===== src/sv/selt_pkg.sv =====
`default_nettype none

package selt_pkg;

  // table geometry
  localparam int LOCK_SLOTS = 8;
  localparam int CLIENTS    = 16;

  // request kinds
  localparam logic [1:0] KIND_RELEASE = 2'd0;
  localparam logic [1:0] KIND_SHARED  = 2'd1;
  localparam logic [1:0] KIND_EXCL    = 2'd2;

  // result codes
  localparam logic [1:0] ST_OK      = 2'd0;
  localparam logic [1:0] ST_BUSY    = 2'd1;
  localparam logic [1:0] ST_INVALID = 2'd2;

  typedef enum logic [1:0] {
    S_IDLE,
    S_EXEC,
    S_OUT
  } state_t;

  // controller to datapath
  typedef struct packed {
    logic load;
    logic exec;
  } dp_cmd_t;

endpackage

`default_nettype wire


===== src/sv/selt_ctrl.sv =====
`default_nettype none

module selt_ctrl
  import selt_pkg::*;
(
  input  wire logic    clk,
  input  wire logic    rst_n,
  input  wire logic    in_valid,
  output logic         in_stall,
  output logic         out_valid,
  input  wire logic    out_stall,
  output dp_cmd_t      cmd
);

  state_t state_r;
  state_t state_nxt;

  always_ff @(posedge clk) begin
    if (!rst_n) begin
      state_r <= S_IDLE;
    end else begin
      state_r <= state_nxt;
    end
  end

  always_comb begin
    state_nxt = state_r;
    cmd       = '0;
    in_stall  = 1'b1;
    out_valid = 1'b0;
    case (state_r)
      S_IDLE: begin
        // nothing is taken while reset is held
        if (rst_n) begin
          in_stall = 1'b0;
          if (in_valid) begin
            cmd.load  = 1'b1;
            state_nxt = S_EXEC;
          end
        end
      end
      S_EXEC: begin
        cmd.exec  = 1'b1;
        state_nxt = S_OUT;
      end
      S_OUT: begin
        out_valid = 1'b1;
        if (!out_stall) begin
          state_nxt = S_IDLE;
        end
      end
      default: begin
        state_nxt = S_IDLE;
      end
    endcase
  end

  // an accepted transaction always produces exactly one result slot
  a_accept_to_out: assert property (@(posedge clk) disable iff (!rst_n)
    (in_valid && !in_stall) |=> ##1 out_valid)
    else $error("accepted transaction did not reach the output");

endmodule

`default_nettype wire


===== src/sv/selt_dp.sv =====
`default_nettype none

module selt_dp
  import selt_pkg::*;
(
  input  wire logic       clk,
  input  wire logic       rst_n,
  input  wire dp_cmd_t    cmd,
  input  wire logic [1:0] in_kind,
  input  wire logic [3:0] in_client,
  input  wire logic [2:0] in_first_slot,
  input  wire logic [3:0] in_slot_count,
  output logic [1:0]      out_status
);

  // latched request
  logic [1:0] kind_r;
  logic [3:0] client_r;
  logic [2:0] first_r;
  logic [3:0] count_r;

  // lock state
  logic [LOCK_SLOTS-1:0]      sh_mask_r [CLIENTS];
  logic [LOCK_SLOTS-1:0]      ex_mask_r [CLIENTS];
  logic [LOCK_SLOTS-1:0][4:0] sh_cnt_r;
  logic [LOCK_SLOTS-1:0]      ex_cnt_r;
  logic [1:0]                 status_r;

  logic [LOCK_SLOTS-1:0]      sh_mask_nxt;
  logic [LOCK_SLOTS-1:0]      ex_mask_nxt;
  logic [LOCK_SLOTS-1:0][4:0] sh_cnt_nxt;
  logic [LOCK_SLOTS-1:0]      ex_cnt_nxt;
  logic [1:0]                 status_nxt;

  logic [LOCK_SLOTS-1:0] own_s;
  logic [LOCK_SLOTS-1:0] own_x;
  logic [LOCK_SLOTS-1:0] range_m;
  logic [4:0]            end_slot;
  logic                  req_ok;
  logic                  busy;

  always_ff @(posedge clk) begin
    if (cmd.load) begin
      kind_r   <= in_kind;
      client_r <= in_client;
      first_r  <= in_first_slot;
      count_r  <= in_slot_count;
    end
  end

  assign end_slot = {2'b00, first_r} + {1'b0, count_r};
  assign req_ok   = (kind_r inside {KIND_RELEASE, KIND_SHARED, KIND_EXCL})
                    && ({1'b0, client_r} < 5'(CLIENTS))
                    && (count_r != 4'd0)
                    && (end_slot <= 5'(LOCK_SLOTS));
  assign own_s    = sh_mask_r[client_r];
  assign own_x    = ex_mask_r[client_r];

  always_comb begin
    busy        = 1'b0;
    sh_mask_nxt = own_s;
    ex_mask_nxt = own_x;
    sh_cnt_nxt  = sh_cnt_r;
    ex_cnt_nxt  = ex_cnt_r;
    for (int i = 0; i < LOCK_SLOTS; i++) begin
      range_m[i] = (5'(i) >= {2'b00, first_r}) && (5'(i) < end_slot);
      if (range_m[i]) begin
        if (kind_r == KIND_SHARED && ex_cnt_r[i] != own_x[i]) begin
          busy = 1'b1;
        end
        if (kind_r == KIND_EXCL &&
            (ex_cnt_r[i] != own_x[i] || sh_cnt_r[i] != {4'd0, own_s[i]})) begin
          busy = 1'b1;
        end
        case (kind_r)
          KIND_RELEASE: begin
            if (own_s[i]) begin
              sh_mask_nxt[i] = 1'b0;
              if (sh_cnt_r[i] != 5'd0) begin
                sh_cnt_nxt[i] = sh_cnt_r[i] - 5'd1;
              end
            end
            if (own_x[i]) begin
              ex_mask_nxt[i] = 1'b0;
              ex_cnt_nxt[i]  = 1'b0;
            end
          end
          KIND_SHARED: begin
            if (!own_s[i]) begin
              sh_mask_nxt[i] = 1'b1;
              sh_cnt_nxt[i]  = sh_cnt_r[i] + 5'd1;
            end
          end
          KIND_EXCL: begin
            if (!own_x[i]) begin
              ex_mask_nxt[i] = 1'b1;
              ex_cnt_nxt[i]  = 1'b1;
            end
          end
          default: begin
          end
        endcase
      end
    end
    if (!req_ok) begin
      status_nxt = ST_INVALID;
    end else if (busy) begin
      status_nxt = ST_BUSY;
    end else begin
      status_nxt = ST_OK;
    end
  end

  always_ff @(posedge clk) begin
    if (!rst_n) begin
      for (int c = 0; c < CLIENTS; c++) begin
        sh_mask_r[c] <= '0;
        ex_mask_r[c] <= '0;
      end
      sh_cnt_r <= '0;
      ex_cnt_r <= '0;
    end else if (cmd.exec && status_nxt == ST_OK) begin
      sh_mask_r[client_r] <= sh_mask_nxt;
      ex_mask_r[client_r] <= ex_mask_nxt;
      sh_cnt_r            <= sh_cnt_nxt;
      ex_cnt_r            <= ex_cnt_nxt;
    end
  end

  always_ff @(posedge clk) begin
    if (cmd.exec) begin
      status_r <= status_nxt;
    end
  end

  assign out_status = status_r;

  // a refused or invalid request leaves the slot counts untouched
  a_refused_no_change: assert property (@(posedge clk) disable iff (!rst_n)
    (cmd.exec && status_nxt != ST_OK) |=> ($stable(sh_cnt_r) && $stable(ex_cnt_r)))
    else $error("refused request changed slot counts");

  // a granted exclusive acquire marks every slot of its range held exclusive
  a_excl_grant: assert property (@(posedge clk) disable iff (!rst_n)
    (cmd.exec && status_nxt == ST_OK && kind_r == KIND_EXCL)
      |=> ((ex_cnt_r & $past(range_m)) == $past(range_m)))
    else $error("exclusive grant did not mark its range");

endmodule

`default_nettype wire


===== src/sv/shared_exclusive_lock_table_top.sv =====
`default_nettype none

// shared/exclusive lock table: eight lock slots shared by sixteen clients. each
// request transaction names a client, a range of consecutive slots and a kind
// (release, acquire shared, acquire exclusive) and returns one status
// transaction: 0 granted or done, 1 busy (refused, nothing changed), 2 invalid
// range, kind or count (nothing changed). requests are handled one at a time:
// a transaction is taken in the idle state, checked and applied in the exec
// state after it, and its status is offered in the out state that follows,
// held there while the output is stalled; the controller accepts the next
// request only once the status has been taken. the whole table is cleared by
// reset and is usable as soon as reset is released.

module shared_exclusive_lock_table_top
  import selt_pkg::*;
(
  input  wire logic       clk,
  input  wire logic       rst_n,
  // request channel
  input  wire logic       in_valid,
  output logic            in_stall,
  input  wire logic [1:0] in_kind,
  input  wire logic [3:0] in_client,
  input  wire logic [2:0] in_first_slot,
  input  wire logic [3:0] in_slot_count,
  // status channel
  output logic            out_valid,
  input  wire logic       out_stall,
  output logic [1:0]      out_status
);

  dp_cmd_t cmd;

  // sequencing: idle, check and update, present status
  selt_ctrl u_ctrl (
    .clk       (clk),
    .rst_n     (rst_n),
    .in_valid  (in_valid),
    .in_stall  (in_stall),
    .out_valid (out_valid),
    .out_stall (out_stall),
    .cmd       (cmd)
  );

  // lock state, parallel range check across all slots, status register
  selt_dp u_dp (
    .clk           (clk),
    .rst_n         (rst_n),
    .cmd           (cmd),
    .in_kind       (in_kind),
    .in_client     (in_client),
    .in_first_slot (in_first_slot),
    .in_slot_count (in_slot_count),
    .out_status    (out_status)
  );

endmodule

`default_nettype wire


===== config.mk =====
export PLATFORM = sky130hd
export DESIGN_NAME = shared_exclusive_lock_table_top
export DESIGN_NICKNAME = d
export VERILOG_FILES = /design/src/sv/selt_pkg.sv /design/src/sv/selt_ctrl.sv /design/src/sv/selt_dp.sv /design/src/sv/shared_exclusive_lock_table_top.sv
export SDC_FILE = /design/constraint.sdc
export NUM_CORES = 1
export LEC_CHECK = 0
export ABC_AREA = 1
export BUFFER_PORTS_ARGS = -buffer_cell sky130_fd_sc_hd__buf_2
export CORE_ASPECT_RATIO = 0.6
export CORE_MARGIN = 1.5
export CORE_UTILIZATION = 30
export CTS_BUF_LIST = sky130_fd_sc_hd__clkbuf_8
export CTS_CLUSTER_DIAMETER = 150
export CTS_CLUSTER_SIZE = 16
export DETAILED_ROUTE_END_ITERATION = 12
export PLACE_DENSITY = 0.44
export SYNTH_ARGS = -nofsm -noshare
export SYNTH_HDL_FRONTEND = slang
export SYNTH_HIERARCHICAL = 1
export SYNTH_SLANG_ARGS = --single-unit

===== constraint.sdc =====
create_clock -name clk -period 4.11 [get_ports clk]
set_clock_uncertainty 0.05 [all_clocks]
set_input_delay 1.233 -clock clk [delete_from_list [all_inputs] [get_ports clk]]
set_output_delay 1.233 -clock clk [all_outputs]
set_load 0.02 [all_outputs]

==> flow_summary.toml, run 1 <==
[sta]
post-route-period-util = 0.933
hold_violations = 0
period_needed_ns = 3.84
tns_ns = 0
worst_slack_ns = 0.274
holdWs_ns = 0.451
maxSlewHeadroom = 0.275
rsz0062_at_grt = "no"
setup_violations = 0
fmax_mhz = 261
worstMarginPinSlew_ns = 1.08
slew_viol_final = 0

[layout]
layout-drive-gt1-share = 0.0869
layoutNonFillerInstCount = 2772
mostFrequentLayoutCell = "nand2_1"
final_nets = 2048
mostFrequentLayoutCells = "nand2_1, nor2_1, edfxtp_1, nand3_1, inv_1"
n_antenna_cell = 0
area.growth.synth_to_final_pct = 9.91

[placement]
io_buffers = 20
place_congestion = 0.900
dp_hpwl_mm = 38.7
dp_cells = 2724
place_ws_ns = 0.222

[pwr]
finalPower_mw = 6.66
p_comb_frac = 0.188
swShare = 0.321
leakage_nw = 8.03
ir_worst_vdd_v = 0.000189
p_sw_mw = 2.14
powerDensity_nw_per_um2 = 359
power_frac_clock = 0.258
p_seq_frac = 0.555
intPower_mw = 4.52

[clock_tree]
clock_path_buffers = 3
htree_levels = 1
cts_tree = "done"
hold_buffers = 0
cts.reportedPaths.clkPinSlew_ns = 0.13
numCtsBuffers = 24
cts.sinks = 325
insertion_delay_ns = 0.62
cts_root_buffer = "clkbuf_8"

[synthesis]
synth_fp_nets = 2018
synth_top_area_cell = "edfxtp_1"
synth_top_area_frac = 0.482
syn_area_per_cell_sq_um = 8.58
synth_area_leaders = "edfxtp_1, nand2_1, nor2_1"
syn_inst = 1965
syn_area_sq_um = 16900
synth_seq_cells = 325
synth_warnings = 6
ys_types = 42
ys_seq_area_frac = 0.547

[routing]
dr.pass1.iters = 5
ant_nets = 0
wl_per_cell_um = 20.1
drc_errors = 0
dr.first_iter.drc_count = 1300
vias = 13500
routed_wl_mm = 55.6
viasPerCell = 4.87

[die]
io_pins = 21
dieArea_sq_um = 57700
die_w_um = 309
core_area_sq_um = 55700
dieHeight_um = 187
initial_core_util = 0.303
rows = 67

[grt]
grt_pass1_wl_mm = 82.1
grt_max_degree = 46
grt_pass1_vias = 12700
grt.total_usage = 0.192
antenna_found_initial = 0
overflow = 0

[setup_path]
cp_max_fo = 31
startpoint_type = "flip-flop"
critPathMostFrequentCell = "nand2_1"
endpoint_kind = "flip-flop"
crit_required_ns = 4.36
worstPathArrival_ns = 4.09
slowest_delay_ns = 0.40
worstPathCellList = "buf_4 -> nor2_1 -> nor2_1 -> o21ai_0 -> nand3_1 -> nand3_1 -> nand2_1 -> nand2_1 -> nand3_1 -> nand2_1 -> nand2_1 -> nand2_1 -> nor2_1 -> nand3_2 -> nor2_4 -> nand2_4 -> nor2_8 -> nand2_4 -> nand2_1 -> buf_4"
path_buf_inv = 2
critical_path_class = "reg -> reg"
critical_path.top_delay_family = "simple AND/OR/NAND/NOR gates"
worst_path_max_delay_cell = "dfxtp_4"

[hold_path]
hp-class = "reg -> reg"
min-delay-start = "u_dp/sh_cnt_r[24]"

[status]
status = "finished clean"

[run]
drv_cap = 0
## state kept, by name, summed over array words and instances, names as in the netlist, named ones only
signal           cells
u_dp/kind_r          2
u_dp/client_r        4
u_dp/ex_cnt_r        8
u_dp/first_r         3
u_dp/out_status      2
u_dp/ex_mask_r     128
u_dp/count_r         4
u_dp/sh_mask_r     128
u_dp/sh_cnt_r       40
u_ctrl/state_r       2
## synth_stat cells
cell / instances
or2_2: 7
nor3_1: 5
nand4_2: 4
clkbuf_1: 35
nand3_2: 2
nand2_4: 12
inv_2: 2
o211ai_1: 12
o21ai_0: 82
nand2_2: 1
nand4_1: 5
a221oi_1: 1
a21oi_1: 33
buf_1: 9
a21oi_2: 1
inv_4: 1
buf_2: 27
xor2_1: 24
nor2_1: 439
nand2_1: 458
buf_4: 12
ha_1: 27
o22ai_1: 6
inv_1: 176
edfxtp_1: 271
nand3b_1: 2
nor4_1: 2
o21ai_1: 6
buf_6: 17
o2111ai_1: 5
dfxtp_1: 54
a211oi_1: 2
xnor2_1: 1
a2111oi_0: 2
clkinv_1: 2
nand3_1: 203
nor2_8: 3
a21o_1: 1
fa_1: 9
nor2_2: 1
a22oi_1: 2
nor2_4: 1
## path summary, 6_finish.rpt
check | cells after the start | endpoint | slack, ns
worst min-delay path | 2 | u_dp/sh_cnt_r[24] | 0.45
worst min register to register | 2 | u_dp/sh_cnt_r[24] | 0.45
worst max-delay path | 20 | u_dp/ex_mask_r[14][4] | 0.27
worst max register to register | 20 | u_dp/ex_mask_r[14][4] | 0.27
## kinds of logic (layout without fill, tap and decap cells)
kind of cell,Yosys count,after routing,share of synthesized area
compound gates,153,153,0.0504
xor+xnor,25,25,0.0130
fa+ha+maj,36,36,0.0307
buf+inv,281,329,0.0749
flops,325,325,0.547
simple gates,1145,1145,0.285
## metrics by stage
stage,util,instance area [sq um]
detailed placement,0.324,18100
global placement,0.324,18100
finish,0.333,18500
floorplan,-,16900
CTS,0.332,18500
global route,0.333,18500
## power by group through the flow
stage | Combinational [mW] | Sequential [mW] | Clock [mW]
global placement | 1.22 | 3.77 | 0
detailed placement | 1.22 | 3.77 | 0
global route | 1.34 | 3.70 | 1.90
CTS | 1.22 | 3.69 | 1.78
finish | 1.25 | 3.69 | 1.72
floorplan | 0.658 | 3.75 | 0
## final cells by class
class | instances | area (sq um)
fill | 5938 | 37100
tap | 759 | 950
clock inverter | 19 | 83.8
multi-input combinational | 1359 | 6430
timing repair buffer | 104 | 821
clock buffer | 25 | 344
sequential | 325 | 9230
inverter | 181 | 682
## worst register-to-register path, cell delays in order (launching register included)
cell     delay, ns
dfxtp_4       0.40
buf_4         0.36
nor2_1        0.11
nor2_1        0.09
o21ai_0       0.25
nand3_1       0.20
nand3_1       0.18
nand2_1       0.19
nand2_1       0.07
nand3_1       0.06
nand2_1       0.07
nand2_1       0.10
nand2_1       0.06
nor2_1        0.17
nand3_2       0.13
nor2_4        0.15
nand2_4       0.15
nor2_8        0.21
nand2_4       0.16
nand2_1       0.09
buf_4         0.25
## what timing repair did
| action | 4_1_cts | 5_1_grt |
|---|---|---|
| resized for setup | 0 | 6 |
| endpoints found under the setup margin | 0 | 269 |
| setup buffers | 0 | 4 |
## per-layer routing
metal | vias to the layer above | wire length [um] | track usage
met5 | - | 0 | 0
met4 | 0 | 696 | 0.0243
met3 | 40 | 5120 | 0.0511
met2 | 436 | 21200 | 0.253
met1 | 6581 | 28600 | 0.312
li1 | 6441 | - | -
Note: power is estimated with default switching activity, not from simulation.
==> run 2, diff against run 1 <==
clock period = 3.8 ns   (was 4.11 ns; I/O delays follow)
==> flow_summary.toml, run 2 (same netlist as run 1, synthesis figures left out) <==
[pwr]
leakage_nw = 8.21
ir_worst_vdd_v = 0.000296
p_seq_frac = 0.550
p_sw_mw = 2.31
power_frac_clock = 0.255
swShare = 0.319
p_comb_frac = 0.195
powerDensity_nw_per_um2 = 383
intPower_mw = 4.94

[setup_path]
critical_path_class = "reg -> reg"
crit_required_ns = 4.09
cp_max_fo = 25
endpoint_kind = "flip-flop"
startpoint_type = "flip-flop"
worstPathArrival_ns = 3.98

[sta]
rsz0062_at_grt = "yes"
slew_viol_final = 0
holdWs_ns = 0.450
hold_violations = 0
setup_violations = 0
maxSlewHeadroom = 0.495
tns_ns = 0
post-route-period-util = 0.972
fmax_mhz = 271
worstMarginPinSlew_ns = 0.755
period_needed_ns = 3.69

[die]
io_pins = 21
initial_core_util = 0.303
dieHeight_um = 187
rows = 67
core_area_sq_um = 55700
die_w_um = 309
dieArea_sq_um = 57700

[clock_tree]
cts.sinks = 325
cts.reportedPaths.clkPinSlew_ns = 0.11
insertion_delay_ns = 0.63
clock_path_buffers = 3
cts_root_buffer = "clkbuf_8"
cts_tree = "done"
htree_levels = 1
numCtsBuffers = 24
hold_buffers = 0

[grt]
grt_pass1_vias = 12600
grt_pass1_wl_mm = 82.6
grt_max_degree = 46
antenna_found_initial = 1
grt.total_usage = 0.192
overflow = 0

[layout]
mostFrequentLayoutCell = "nand2_1"
n_antenna_cell = 0
multi_input_area_sq_um = 6500
area.growth.synth_to_final_pct = 12.4
n_fill_cell = 5914
final_nets = 2070
final_cell_area_sq_um = 19000
final_util = 0.341
top_regs = "u_dp/ex_mask_r (128), u_dp/sh_mask_r (128), u_dp/sh_cnt_r (40)"
ff_latch_area_sq_um = 9220
layout-drive-gt1-share = 0.103
mostFrequentLayoutCells = "nand2_1, nor2_1, edfxtp_1, nand3_1, inv_1"

[status]
status = "finished clean"

[placement]
dp_hpwl_mm = 39.1
placed_area_sq_um = 18500
io_buffers = 20
place_congestion = 0.865

[routing]
dr.first_iter.drc_count = 1387
ant_nets = 0
drc_errors = 0
viasPerCell = 4.87
dr.pass1.iters = 6
wl_per_cell_um = 19.9
vias = 13600
routed_wl_mm = 55.7

[hold_path]
hp-class = "reg -> reg"

[run]
drv_cap = 0
[run 2: power groups by stage]
stage,registers [mW],clock network (mW),logic [mW]
floorplan,4.06,0,0.712
global placement,4.07,0,1.38
detailed placement,4.07,0,1.39
CTS,3.99,1.93,1.39
global route,4.00,2.05,1.52
finish,3.99,1.85,1.42
[run 2: timing repair]
action                     in CTS  in global routing
setup buffers                   0                  0
resized for setup               0                 19
setup endpoints to repair       0                550
hold endpoints to repair        0                  0
[run 2: critical path: stages, from the launching register on]
cell	delay (ns)
dfxtp_4	0.39
inv_4	0.13
buf_12	0.21
o21ai_0	0.44
nand3_1	0.36
nand3_1	0.21
nand3_1	0.08
nand3_1	0.11
nand2_1	0.05
nand2_1	0.11
nand2_1	0.08
nor2_2	0.13
nand3_2	0.11
nor2_4	0.19
nand2_8	0.13
nor2_8	0.22
nand2_2	0.09
nand2_2	0.10
buf_4	0.17
[run 2: final timing paths]
path	from	to	slack [ns]	cells after the start
min reg2reg	u_dp/sh_cnt_r[14]	u_dp/sh_cnt_r[14]	0.45	2
min	u_dp/sh_cnt_r[14]	u_dp/sh_cnt_r[14]	0.45	2
max reg2reg	flip-flop	u_dp/sh_mask_r[7][0]	0.11	18
max	flip-flop	u_dp/sh_mask_r[7][0]	0.11	18
[run 2: cell type report]
class / instances / share of cell area
flip-flops and latches: 325 / 0.486
multi-input cells: 1359 / 0.343
repair buffers: 126 / 0.0625
well taps: 759 / 0.0501
inverters: 181 / 0.0360
clock buffers: 25 / 0.0181
clock inverters: 19 / 0.00442
[run 2: through the flow]
stage | power (mW) | std cells | setup slack, ns
2_1_floorplan | 4.77 | 1965 | 0.0734
3_3_place_gp | 5.46 | 2750 | 0.165
3_5_place_dp | 5.46 | 2750 | 0.0931
4_1_cts | 7.31 | 2794 | 0.0578
5_1_grt | 7.57 | 2794 | -0.0214
6_report | 7.26 | 2794 | 0.106
[run 2: layer usage]
metal  global-route usage  vias to the layer above  routed length [um]
met5                    0                        -                   0
met4               0.0202                        0                 620
met3               0.0340                       40                4010
met2                0.256                      354               21300
met1                0.323                     6702               29700
li1                     -                     6498                   -
==> run 3, diff against run 2 <==
CELL_PAD_IN_SITES_DETAIL_PLACEMENT = 1   (was unset)
CELL_PAD_IN_SITES_GLOBAL_PLACEMENT = 1   (was unset)
PLACE_DENSITY = 0.53   (was 0.44)
==> flow_summary.toml, run 3 (same netlist as run 1, synthesis figures left out) <==
[die]
initial_core_util = 0.303
dieHeight_um = 187
io_pins = 21
rows = 67
core_area_sq_um = 55700
dieArea_sq_um = 57700
die_w_um = 309

[layout]
top_regs = "u_dp/ex_mask_r (128), u_dp/sh_mask_r (128), u_dp/sh_cnt_r (40)"
ff_latch_area_sq_um = 9220
multi_input_area_sq_um = 6450
final_nets = 2074
layout-drive-gt1-share = 0.102
area.growth.synth_to_final_pct = 12.6
layoutNonFillerInstCount = 2799
mostFrequentLayoutCell = "nand2_1"
final_util = 0.341
mostFrequentLayoutCells = "nand2_1, nor2_1, edfxtp_1, nand3_1, inv_1"
n_fill_cell = 6623

[clock_tree]
cts_tree = "done"
insertion_delay_ns = 0.64
clock_path_buffers = 3
numCtsBuffers = 24
cts_root_buffer = "clkbuf_8"
cts.sinks = 325
cts.reportedPaths.clkPinSlew_ns = 0.11
htree_levels = 1

[sta]
worstMarginPinSlew_ns = 0.745
maxSlewHeadroom = 0.503
hold_violations = 0
fmax_mhz = 281
rsz0062_at_grt = "no"
setup_violations = 0
slew_viol_final = 0
tns_ns = 0
post-route-period-util = 0.938
period_needed_ns = 3.56

[setup_path]
critical_path.top_delay_family = "simple AND/OR/NAND/NOR gates"
critPathMostFrequentCell = "nand2_1"
cp_max_fo = 68
crit_required_ns = 4.10
worstPathCellList = "buf_16 -> nand2_1 -> nand3_1 -> nand3_1 -> nand3_1 -> nand2_1 -> nand2_1 -> nand3_1 -> nand2_1 -> nand2_1 -> o21ai_2 -> nand3_2 -> nor2_4 -> nand2_4 -> nor2_8 -> nand2_4 -> nand2_1 -> buf_12"
rrSetupSlack_ns = 0.24
rr_endpoint = "u_dp/sh_mask_r[4][4]"
path_buf_inv = 2
critical_path_class = "reg -> reg"
startpoint_type = "flip-flop"
r2r_cells = 18
worst_path_max_delay_cell = "dfxtp_4"
slowest_delay_ns = 0.43
endpoint_kind = "flip-flop"
worstPathArrival_ns = 3.86

[grt]
grt_max_degree = 69
overflow = 0
grt_pass1_wl_mm = 87.2
grt_pass1_vias = 13600
antenna_found_initial = 0
grt.total_usage = 0.201

[hold_path]
min-delay-start = "u_dp/sh_cnt_r[24]"
whs_endpoint = "u_dp/sh_cnt_r[24]"
hp-class = "reg -> reg"
hold_path_depth = 2

[placement]
io_buffers = 20
dp_cells = 2752
dp_hpwl_mm = 39.8
place_congestion = 0.818

[routing]
routed_wl_mm = 57.6
dr.first_iter.drc_count = 872
wl_per_cell_um = 20.6
drc_errors = 0
ant_nets = 0
vias = 13600
dr.pass1.iters = 5
viasPerCell = 4.84

[pwr]
powerDensity_nw_per_um2 = 383
ir_worst_vdd_v = 0.000211
leakage_nw = 8.24

[status]
status = "finished clean"

[run]
drv_cap = 0
run 3: changes by cell type in the layout (fill, tap and decap cells not counted), sizes merged:
cell	change
buf	+3
clkbuf	+1
diode	+1
run 3: report_power, final:
part | switching [mW] | total [mW] | internal [mW]
logic | 1.01 | 1.40 | 0.385
registers | 0.0426 | 3.99 | 3.95
clock network | 1.26 | 1.88 | 0.622
total | 2.32 | 7.27 | 4.96
run 3: cell type report:
type	instances	area share
diodes	1	0.000132
clock buffers	25	0.0181
clock inverters	19	0.00441
inverters	181	0.0360
multi-input cells	1359	0.340
flip-flops and latches	325	0.486
well taps	759	0.0500
repair buffers	130	0.0659
run 3: repair_timing:
action	4_1_cts	5_1_grt
gates resized for setup	0	9
endpoints found under the setup margin	0	327
setup buffers	0	1
hold buffers	0	0
hold endpoints to repair	0	0
run 3: tightest hold or removal path, cell delays in order, from the launching register on:
cell and delay (ns):
dfxtp_1 0.35, nand2_1 0.07, a21oi_1 0.05
run 3: worst max path at each step:
stage               startpoint                     to  cells after the start
3_5_place_dp   u_dp/first_r[0]   u_dp/sh_mask_r[2][5]                     16
3_3_place_gp   u_dp/first_r[0]   u_dp/sh_mask_r[2][2]                     16
5_1_grt              flip-flop   u_dp/sh_mask_r[4][4]                     20
4_1_cts        u_dp/first_r[0]   u_dp/sh_mask_r[2][2]                     16
2_1_floorplan  u_dp/first_r[0]  u_dp/ex_mask_r[11][0]                     18
6_report             flip-flop   u_dp/sh_mask_r[4][4]                     18
run 3: through the flow:
stage | setup slack (ns) | hold slack [ns] | cell area [sq um] | total power [mW]
after floorplan | 0.0734 | 0.412 | 16900 | 4.77
after global placement | 0.271 | 0.429 | 18500 | 5.45
after detailed placement | 0.172 | 0.434 | 18500 | 5.47
after CTS | 0.115 | 0.453 | 18900 | 7.35
after global routing | 0.00602 | 0.486 | 19000 | 7.58
final | 0.236 | 0.450 | 19000 | 7.27
run 3: layer usage:
layer  track usage  vias up  share of wire
li1              -     6491              -
met1         0.313     6785           0.52
met2         0.298      229           0.42
met3        0.0270       54          0.043
met4        0.0328        0          0.015
met5             0        -              0
